File: src/hdl/assert_macros.svh
// Assertion helpers included by the decoder's top-level RTL file.
`ifndef ASSERT_MACROS_SVH
`define ASSERT_MACROS_SVH

// Property that must hold at every rising clock edge outside reset.
`define ASSERT_ALWAYS(lbl, clk, rst_n, prop) \
  lbl: assert property (@(posedge clk) disable iff (!rst_n) (prop)) \
    else $error("assertion failed");

// Implication whose consequent is checked in the cycle after the antecedent.
`define ASSERT_NEXT(lbl, clk, rst_n, ante, cons) \
  lbl: assert property (@(posedge clk) disable iff (!rst_n) (ante) |=> (cons)) \
    else $error("assertion failed");

`endif

File: src/hdl/aifd_pkg.sv
package aifd_pkg;

  typedef enum logic [2:0] {
    CLS_MULTIPLY  = 3'd0,
    CLS_SWI       = 3'd1,
    CLS_BRANCH    = 3'd2,
    CLS_DATA_PROC = 3'd3,
    CLS_LOAD_STORE = 3'd4,
    CLS_UNDEFINED = 3'd5
  } instr_class_e;

  // Major opcode values of instruction bits 27..25.
  localparam logic [2:0] TOP_DP_REG   = 3'b000;
  localparam logic [2:0] TOP_DP_IMM   = 3'b001;
  localparam logic [2:0] TOP_LS_IMM   = 3'b010;
  localparam logic [2:0] TOP_LS_REG   = 3'b011;
  localparam logic [2:0] TOP_UNDEF_LO = 3'b100;
  localparam logic [2:0] TOP_BRANCH   = 3'b101;
  localparam logic [2:0] TOP_UNDEF_HI = 3'b110;
  localparam logic [2:0] TOP_SWI      = 3'b111;
  localparam logic [3:0] MUL_MARK     = 4'b1001;

  typedef struct packed {
    logic [31:0] instruction;
    logic [31:0] address;
  } item_t;

  typedef struct packed {
    instr_class_e instr_class;
    logic [3:0]   cond;
    logic [3:0]   alu_op;
    logic [5:0]   control_bits;
    logic [3:0]   dest_reg;
    logic [3:0]   base_reg;
    logic [3:0]   operand_reg;
    logic [3:0]   shift_reg;
    logic [1:0]   shift_kind;
    logic [4:0]   shift_amount;
    logic [31:0]  immediate;
    logic [31:0]  branch_target;
  } result_t;

  // Rotates the 8-bit data immediate right by twice the 4-bit rotate field.
  function automatic logic [31:0] rot_imm(logic [7:0] val, logic [3:0] rot);
    logic [63:0] dbl;
    logic [63:0] shifted;
    dbl     = {24'd0, val, 24'd0, val};
    shifted = dbl >> {rot, 1'b0};
    return shifted[31:0];
  endfunction

endpackage

File: src/hdl/arm_instruction_field_decoder.sv
// ARM32 instruction field decoder. Pulse start with an instruction word and its
// address; the decoded fields reach result_o via the item and result registers,
// with a one-cycle done_o pulse. busy stays low, so a new item is taken every cycle:
// one register captures the item, one decode pass fills the result register.
// The receiver cannot stall and must take each result in the cycle it shows.
`include "assert_macros.svh"

module arm_instruction_field_decoder
  import aifd_pkg::*;
(
  input  logic    clk_i,
  input  logic    rst_ni,
  input  logic    start,
  output logic    busy,
  input  item_t   item_i,
  output result_t result_o,
  output logic    done_o
);

  item_t   item_q;
  logic    in_valid_q;
  result_t dec;
  result_t result_q;
  logic    done_q;

  assign busy = 1'b0;

  always_ff @(posedge clk_i or negedge rst_ni) begin
    if (!rst_ni) begin
      in_valid_q <= 1'b0;
      done_q     <= 1'b0;
    end else begin
      in_valid_q <= start && !busy;
      done_q     <= in_valid_q;
    end
  end

  always_ff @(posedge clk_i) begin
    if (start && !busy) begin
      item_q <= item_i;
    end
    if (in_valid_q) begin
      result_q <= dec;
    end
  end

  aifd_decode u_decode (
    .item_i   (item_q),
    .result_o (dec)
  );

  assign result_o = result_q;
  assign done_o   = done_q;

  `ASSERT_NEXT(a_valid_to_done, clk_i, rst_ni, in_valid_q, done_o)
  `ASSERT_ALWAYS(a_target_only_branch, clk_i, rst_ni,
    !done_o || result_o.instr_class == CLS_BRANCH || result_o.branch_target == 32'd0)
  `ASSERT_ALWAYS(a_undef_no_fields, clk_i, rst_ni,
    !done_o || result_o.instr_class != CLS_UNDEFINED
    || (result_o.dest_reg == 4'd0 && result_o.immediate == 32'd0))

endmodule

File: src/hdl/aifd_decode.sv
module aifd_decode
  import aifd_pkg::*;
(
  input  item_t   item_i,
  output result_t result_o
);

  logic [31:0] w;
  logic [2:0]  top;
  logic        is_mul;
  logic [31:0] offset;

  assign w      = item_i.instruction;
  assign top    = w[27:25];
  assign is_mul = (w[27:22] == 6'd0) && (w[7:4] == MUL_MARK);
  assign offset = {{6{w[23]}}, w[23:0], 2'b00};

  always_comb begin
    result_o              = '0;
    result_o.cond         = w[31:28];
    result_o.control_bits = w[25:20];
    if (is_mul) begin
      result_o.instr_class = CLS_MULTIPLY;
      result_o.dest_reg    = w[19:16];
      result_o.base_reg    = w[15:12];
      result_o.operand_reg = w[3:0];
      result_o.shift_reg   = w[11:8];
    end else if (top == TOP_SWI) begin
      result_o.instr_class = CLS_SWI;
      result_o.immediate   = {8'd0, w[23:0]};
    end else if (top == TOP_BRANCH) begin
      result_o.instr_class   = CLS_BRANCH;
      result_o.branch_target = item_i.address + 32'd8 + offset;
    end else if (top[2:1] == TOP_DP_REG[2:1]) begin
      result_o.instr_class = CLS_DATA_PROC;
      result_o.alu_op      = w[24:21];
      result_o.dest_reg    = w[15:12];
      result_o.base_reg    = w[19:16];
      if (w[25]) begin
        result_o.immediate = rot_imm(w[7:0], w[11:8]);
      end else begin
        result_o.operand_reg = w[3:0];
        result_o.shift_kind  = w[6:5];
        if (w[4]) begin
          result_o.shift_reg = w[11:8];
        end else begin
          result_o.shift_amount = w[11:7];
        end
      end
    end else if (top[2:1] == TOP_LS_IMM[2:1]) begin
      result_o.instr_class = CLS_LOAD_STORE;
      result_o.dest_reg    = w[15:12];
      result_o.base_reg    = w[19:16];
      // For load/store the register form is the one with bit 25 set.
      if (w[25]) begin
        result_o.operand_reg  = w[3:0];
        result_o.shift_kind   = w[6:5];
        result_o.shift_amount = w[11:7];
      end else begin
        result_o.immediate = {20'd0, w[11:0]};
      end
    end else begin
      result_o.instr_class = CLS_UNDEFINED;
    end
  end

endmodule

File: config.mk
export PLATFORM = sky130hd
export DESIGN_NAME = arm_instruction_field_decoder
export DESIGN_NICKNAME = d
export VERILOG_FILES = /design/src/hdl/aifd_pkg.sv /design/src/hdl/arm_instruction_field_decoder.sv /design/src/hdl/aifd_decode.sv
export VERILOG_INCLUDE_DIRS = /design/src /design/src/hdl
export SDC_FILE = /design/constraint.sdc
export NUM_CORES = 1
export LEC_CHECK = 0
export ABC_AREA = 1
export BUFFER_PORTS_ARGS = -buffer_cell sky130_fd_sc_hd__buf_2
export CORE_AREA = 2 2 136 138
export DETAILED_ROUTE_END_ITERATION = 16
export DIE_AREA = 0 0 138 140
export GPL_TIMING_DRIVEN = 0
export PLACE_DENSITY = 0.87
export SLEW_MARGIN = 5
export SYNTH_ARGS = -nofsm -noshare
export SYNTH_HDL_FRONTEND = slang
export SYNTH_SLANG_ARGS = --single-unit
File: constraint.sdc
create_clock -name clk_i -period 2.6 [get_ports clk_i]
set_input_delay 0.13 -clock clk_i [delete_from_list [all_inputs] [get_ports clk_i]]
set_output_delay 0.13 -clock clk_i [all_outputs]
set_load 0.01 [all_outputs]
==> results.json, run 1 <==
{
  "synthCells": 907,
  "synth_top_family_by_area": "simple AND/OR/NAND/NOR gates",
  "final_cell_mix": "246 x nand2_1, 174 x buf_2, 168 x edfxtp_1",
  "coreArea_sq_mm": 0.0178,
  "finalClockSkew_ps": 14.2,
  "p_per_area_mw_per_mm2": 670,
  "dp_hpwl_um": 16700,
  "wirelength_um": 23500,
  "n_antenna_cell": 0,
  "synth_mux_area_share_pct": 0.114,
  "ys.warnings.count": 0,
  "synth_fa_ha_area_share_pct": 8.33,
  "clk_pin_slew_ps": 70,
  "gp_congestion": 0.929,
  "drc": 0,
  "drt_first_iter_violations": 729,
  "intPower_w": 0.00525,
  "antenna_found_initial": 0,
  "syn2layout_area_growth_pct": 28.4,
  "fin_crit_sh_pct": 94.9,
  "syn_area_sq_mm": 0.00880,
  "combinationalPowerShare_pct": 21.4,
  "nFillCells": 1394,
  "ir_drop_mv": 0.488,
  "cts_buffers": 17,
  "power_switching_share_pct": 30.7,
  "multi_input_area_sq_mm": 0.00307,
  "wl_per_cell_um": 16.6,
  "relSlewSlack_pct": 42.1,
  "grt_pass1_wl_um": 36000,
  "grt_max_degree": 73,
  "power_leakage_nw": 5.27,
  "cts.htree.levels": 4,
  "grt_pass1_vias": 6793,
  "p_switching_w": 0.00232,
  "synth_compound_area_share_pct": 6.67,
  "clkPwrFrac_pct": 33.7,
  "end_kind": "flop",
  "path_cells": "ha_1, ha_1, nand2_1, inv_1, a21oi_1, nand2_1, a21oi_1, nand2_1, nand2_1, nor2_1",
  "finalCriticalPeriod_ps": 2470,
  "die_x_um": 138,
  "initial_utilization_pct": 49.5,
  "die-area_sq_mm": 0.0193,
  "grt.overflow.total": 0,
  "cts_root_buf": "clkbuf_16",
  "synth_cell_types": 42,
  "seqCellArea_sq_mm": 0.00510,
  "viasPerCell": 5.11,
  "drive_gt1_share_pct": 21.0,
  "finalSetupViolations": 0,
  "crit_type": "flop to flop",
  "p_seq_share_pct": 44.9,
  "num_vias": 7228,
  "track_usage_pct": 24.4,
  "synth-simple-area-share_pct": 19.3,
  "async_flop_share_pct": 1.18,
  "insertion_delay_ps": 450,
  "io_buffer_count": 171,
  "cts_sinks": 170,
  "status": "completed",
  "drtAntennaViolNets": 0,
  "crit_fanout": 4,
  "synth_seq_cells": 170,
  "yosysSeqAreaShare_pct": 57.9,
  "hold_class": "primary input to flop",
  "cp_top_family": "adder cells",
  "cts_max_path_buffers": 2,
  "dieHeight_um": 140,
  "maxCapViolations": 0,
  "stdcell_area_sq_mm": 0.0113,
  "critPathLaunchType": "flop",
  "report.final.slew_viol_count": 0,
  "cpPeakStageDelay_ps": 450,
  "hold_violations": 0,
  "tightest_slew_ps": 868,
  "synth_edf_count": 168,
  "fmax_mhz": 405,
  "final_common_cell": "nand2_1",
  "syn_nets": 1032,
  "required_ps": 2800,
  "drt_first_pass_iters": 6,
  "crit_arrival_ps": 2660,
  "fp-row-count": 49,
  "pre_cts_ws_ps": -36.4,
  "path_buf_inv": 1,
  "num-nets-final": 1297,
  "ioPinCount": 173,
  "fin_ws_ps": 133,
  "post_dp_cell_area_sq_mm": 0.00997,
  "cts_tree": "built",
  "synth_xor_area_share_pct": 0.299,
  "critical_path.slowest_cell": "edfxtp_1",
  "cp_common_cell": "nand2_1",
  "avgSynthCellArea_sq_um": 9.70,
  "grt_setup_unrepaired": "false",
  "ys.flop_type": "edfxtp_1"
}
logic make-up (layout without fill, tap and decap cells):
group | after synthesis | after routing
compound gates | 105 | 105
xor+xnor | 3 | 3
fa+ha+maj | 58 | 58
buf+inv | 156 | 434
flops | 170 | 170
mux | 1 | 1
other cells | 1 | 1
simple gates | 413 | 413
state kept, by name (all words and copies together), names as in the netlist:
| signal | count |
|---|---|
| done_o | 1 |
| in_valid_q | 1 |
| item_q | 64 |
| result_o | 104 |
synth_stat cells, types with 2 or more instances:
master	count	area (sq um)
nand3_2	5	50.1
inv_2	4	15.0
ha_1	57	713
edfxtp_1	168	5040
xnor2_1	2	17.5
o221ai_1	4	35.0
nand3_1	30	150
nand4_1	2	12.5
nor2_1	111	417
o21ai_1	9	45.0
buf_6	6	67.6
and2_1	4	25.0
nand2_1	248	931
nand2_2	4	25.0
o31ai_1	2	15.0
a21oi_1	35	175
dfrtp_1	2	50.1
nor3_1	3	15.0
o21ai_0	35	175
o22ai_1	13	81.3
inv_1	136	510
buf_2	4	20.0
o211ai_1	2	15.0
buf_4	3	22.5
final timing paths:
check | cells after the start | startpoint | slack [ps] | end
worst max-delay path | 10 | item_q[48] | 130 | result_o[20]
worst min-delay path | 1 | start | 240 | in_valid_q
worst max register to register | 10 | item_q[48] | 130 | result_o[20]
worst min register to register | 0 | item_q[62] | 420 | result_o[99]
max in group asynchronous | 3 | rst_ni | 1940 | in_valid_q
min in group asynchronous | 3 | rst_ni | 530 | in_valid_q
timing repair:
| action | CTS | global route |
|---|---|---|
| pin swaps | 0 | 1 |
| hold endpoints to repair | 66 | 0 |
| gates resized for setup | 1 | 6 |
| setup buffers | 0 | 8 |
| endpoints found under the setup margin | 4 | 10 |
| hold buffers | 66 | 0 |
stage by stage:
step	util, %	hold slack [ps]	setup TNS, ps	std cells	power [W]
floorplan	-	-166	0	907	0.00440
global placement	55.9	-82.1	-20.8	1307	0.00490
detailed placement	56.1	-81.5	-75.8	1308	0.00493
CTS	63.1	248	0	1406	0.00754
global route	63.5	275	0	1414	0.00792
finish	63.5	243	0	1414	0.00757
layout make-up:
cell class	count	area share [%]
plain buffers	15	1.04
clock buffers	19	3.83
clock inverters	13	1.36
inverters	141	4.69
multi-input cells	581	27.2
flip-flops and latches	170	45.1
well taps	229	2.54
repair buffers	246	14.2
power groups by stage:
stage,logic [W],registers [W],clock network [W]
after floorplan,0.000883,0.00352,0
after global placement,0.00142,0.00348,0
after detailed placement,0.00147,0.00346,0
after CTS,0.00156,0.00341,0.00257
after global routing,0.00180,0.00342,0.00270
final,0.00162,0.00340,0.00255
routing by layer:
| metal | vias up | global-route usage, % | routed length (um) |
|---|---|---|---|
| met3 | 30 | 5.78 | 2110 |
| met5 | - | 0 | 0 |
| met2 | 366 | 38.4 | 11000 |
| li1 | 3546 | - | - |
| met1 | 3286 | 33.3 | 9910 |
| met4 | 0 | 8.65 | 452 |
worst reg2reg max path, stage by stage, from the launching register on:
cell	delay [ps]
edfxtp_1	450
ha_1	310
ha_1	390
nand2_1	170
inv_1	50
a21oi_1	210
nand2_1	110
a21oi_1	310
nand2_1	100
nand2_1	70
nor2_1	50
(Power assumes the default switching activity.)
==> run 2: changes to the inputs <==
--- a/config.mk
+++ b/config.mk
@@ -6,13 +6,13 @@
 export SDC_FILE = /design/constraint.sdc
 export NUM_CORES = 1
 export LEC_CHECK = 0
-export ABC_AREA = 1
 export BUFFER_PORTS_ARGS = -buffer_cell sky130_fd_sc_hd__buf_2
-export CORE_AREA = 2 2 136 138
+export CORE_AREA = 2 2 134 136
+export CTS_CLUSTER_SIZE = 30
 export DETAILED_ROUTE_END_ITERATION = 16
-export DIE_AREA = 0 0 138 140
+export DIE_AREA = 0 0 136 138
 export GPL_TIMING_DRIVEN = 0
-export PLACE_DENSITY = 0.87
+export PLACE_DENSITY = 0.88
 export SLEW_MARGIN = 5
 export SYNTH_ARGS = -nofsm -noshare
 export SYNTH_HDL_FRONTEND = slang
==> results.json, run 2 <==
{
  "status": "finished, violations left",
  "violations": "negative setup slack",
  "synth.most_common_cell": "edfxtp_1",
  "synth-simple-area-share_pct": 14.6,
  "die_x_um": 136,
  "initial_utilization_pct": 48.6,
  "ys.flop_type": "edfxtp_1",
  "pre_cts_ws_ps": -434,
  "grt_pass1_wl_um": 37900,
  "synth_fa_ha_area_share_pct": 8.61,
  "fp-row-count": 49,
  "final_common_cell": "buf_2",
  "ioPinCount": 173,
  "maxCapViolations": 0,
  "crit_end": "result_o[31]",
  "end_kind": "flop",
  "synth_xor_area_share_pct": 1.44,
  "wl_per_cell_um": 21.1,
  "async_flop_share_pct": 1.18,
  "relSlewSlack_pct": 39.5,
  "cts_buffers": 17,
  "insertion_delay_ps": 440,
  "n_antenna_cell": 0,
  "r2r_slack_ps": -160,
  "num_vias": 7226,
  "fin_util_pct": 67.9,
  "io_buffer_count": 171,
  "finalCriticalPeriod_ps": 2760,
  "final_cell_mix": "173 x buf_2, 168 x edfxtp_1, 67 x nand2_1",
  "clk_pin_slew_ps": 70,
  "report.final.slew_viol_count": 0,
  "cts.htree.levels": 4,
  "grt.overflow.total": 0,
  "timing.rr.start": "item_q[38]",
  "gp_congestion": 0.973,
  "synth.area.top_cells": "edfxtp_1 59%, ha_1 8.4%, nand2_1 3.1%",
  "synth_compound_area_share_pct": 11.8,
  "wirelength_um": 26000,
  "syn2layout_area_growth_pct": 39.8,
  "synth_cell_types": 72,
  "synth.top_cell.area_share_pct": 59.3,
  "largest_register_ffs": 104,
  "power_leakage_nw": 4.61,
  "dieHeight_um": 138,
  "track_usage_pct": 26.7,
  "coreArea_sq_mm": 0.0175,
  "ir_drop_mv": 0.569,
  "drtAntennaViolNets": 0,
  "hold_class": "primary input to flop",
  "drt_first_iter_violations": 814,
  "cts_root_buf": "clkbuf_16",
  "finalClockSkew_ps": 11.7,
  "synthCells": 693,
  "dp_hpwl_um": 16000,
  "cts_sinks": 170,
  "drc": 0,
  "syn_nets": 818,
  "required_ps": 2790,
  "crit_arrival_ps": 2950,
  "num-nets-final": 1117,
  "synth_top_family_by_area": "simple AND/OR/NAND/NOR gates",
  "crit_fanout": 6,
  "reg2reg_to": "result_o[31]",
  "cts_tree": "built",
  "die-area_sq_mm": 0.0188,
  "hold_violations": 0,
  "yosysSeqAreaShare_pct": 59.8,
  "synth_mux_area_share_pct": 1.43,
  "grt_setup_unrepaired": "true",
  "viasPerCell": 5.86,
  "fin_crit_sh_pct": 106,
  "fmax_mhz": 362,
  "drt_first_pass_iters": 6,
  "avgSynthCellArea_sq_um": 12.3,
  "antenna_found_initial": 0,
  "reg2reg_depth": 7,
  "syn_area_sq_mm": 0.00851,
  "synth_common_cells": "168 x edfxtp_1, 71 x nand2_1, 57 x ha_1",
  "finalSetupViolations": 11,
  "p_per_area_mw_per_mm2": 676,
  "synth_largest_area_cell": "edfxtp_1",
  "ys.warnings.count": 0,
  "fin_ws_ps": -163,
  "grt_max_degree": 73,
  "crit_type": "flop to flop",
  "cts_max_path_buffers": 2,
  "synth_edf_count": 168,
  "grt_pass1_vias": 6949,
  "synth_seq_cells": 170,
  "drive_gt1_share_pct": 33.9,
  "critPathLaunch": "item_q[38]",
  "nFillCells": 1241,
  "critPathLaunchType": "flop",
  "tightest_slew_ps": 907
}
==> run 2: repair_timing <==
| item | in CTS | in global routing |
|---|---|---|
| endpoints found under the hold margin | 66 | 0 |
| pin swaps | 33 | 39 |
| setup buffers | 33 | 18 |
| gates resized for setup | 45 | 63 |
| hold buffers | 66 | 0 |
| setup endpoints to repair | 21 | 22 |
| gates cloned | 0 | 0 |
==> run 2: power breakdown <==
group | switching (W) | internal [W] | total, W
logic | 0.00119 | 0.000949 | 0.00213
registers | 0.000135 | 0.00328 | 0.00342
clock network | 0.00116 | 0.00133 | 0.00249
total | 0.00248 | 0.00557 | 0.00804
==> run 2: final cells by class <==
| class | instances | area [sq um] | area share, % |
|---|---|---|---|
| Multi-Input combinational cell | 481 | 3870 | 32.5 |
| Sequential cell | 170 | 5100 | 42.8 |
| Tap cell | 229 | 287 | 2.41 |
| Inverter | 10 | 37.5 | 0.315 |
| Clock inverter | 15 | 143 | 1.20 |
| Timing Repair Buffer | 288 | 1940 | 16.3 |
| Clock buffer | 17 | 425 | 3.57 |
| Buffer | 24 | 105 | 0.883 |
==> run 2: how the worst min path moves through the flow <==
stage | depth (start not counted) | from | slack, ps | to
final | 1 | start | 240 | in_valid_q
after CTS | 1 | start | 250 | in_valid_q
after detailed placement | 1 | rst_ni | -80 | done_o
after floorplan | 0 | rst_ni | -170 | done_o
after global routing | 1 | start | 260 | in_valid_q
after global placement | 1 | rst_ni | -90 | done_o
==> run 2: metrics by stage <==
step	power (W)	instance area, sq um	hold WS, ps	TNS [ps]	std cells
2_1_floorplan	0.00446	8540	-166	0	693
6_report	0.00804	11900	240	-912	1234
3_3_place_gp	0.00497	9680	-85.6	-4220	1093
3_5_place_dp	0.00500	9710	-78.5	-4800	1094
5_1_grt	0.00834	11900	259	-2050	1234
4_1_cts	0.00773	11400	250	-981	1223
==> run 2: cells by family after synthesis <==
kind of cell	count (synthesis)
compound gates	151
buf+inv	42
mux	12
simple gates	245
xor+xnor	14
flops	170
other cells	1
fa+ha+maj	58
==> run 2: worst max-delay path, stage by stage, from the launching register on <==
cell and delay [ps]:
edfxtp_1 510, ha_1 360, ha_1 460, o21ai_2 150
or4_4 560, o211a_4 190, o2111ai_2 180, nand3_1 100
==> run 2: layer usage <==
| metal | share of wire, % | global-route usage, % |
|---|---|---|
| met1 | 39 | 35.1 |
| met2 | 48 | 43.5 |
| met3 | 9.6 | 6.49 |
| met4 | 3.5 | 8.99 |
| met5 | 0 | 0 |
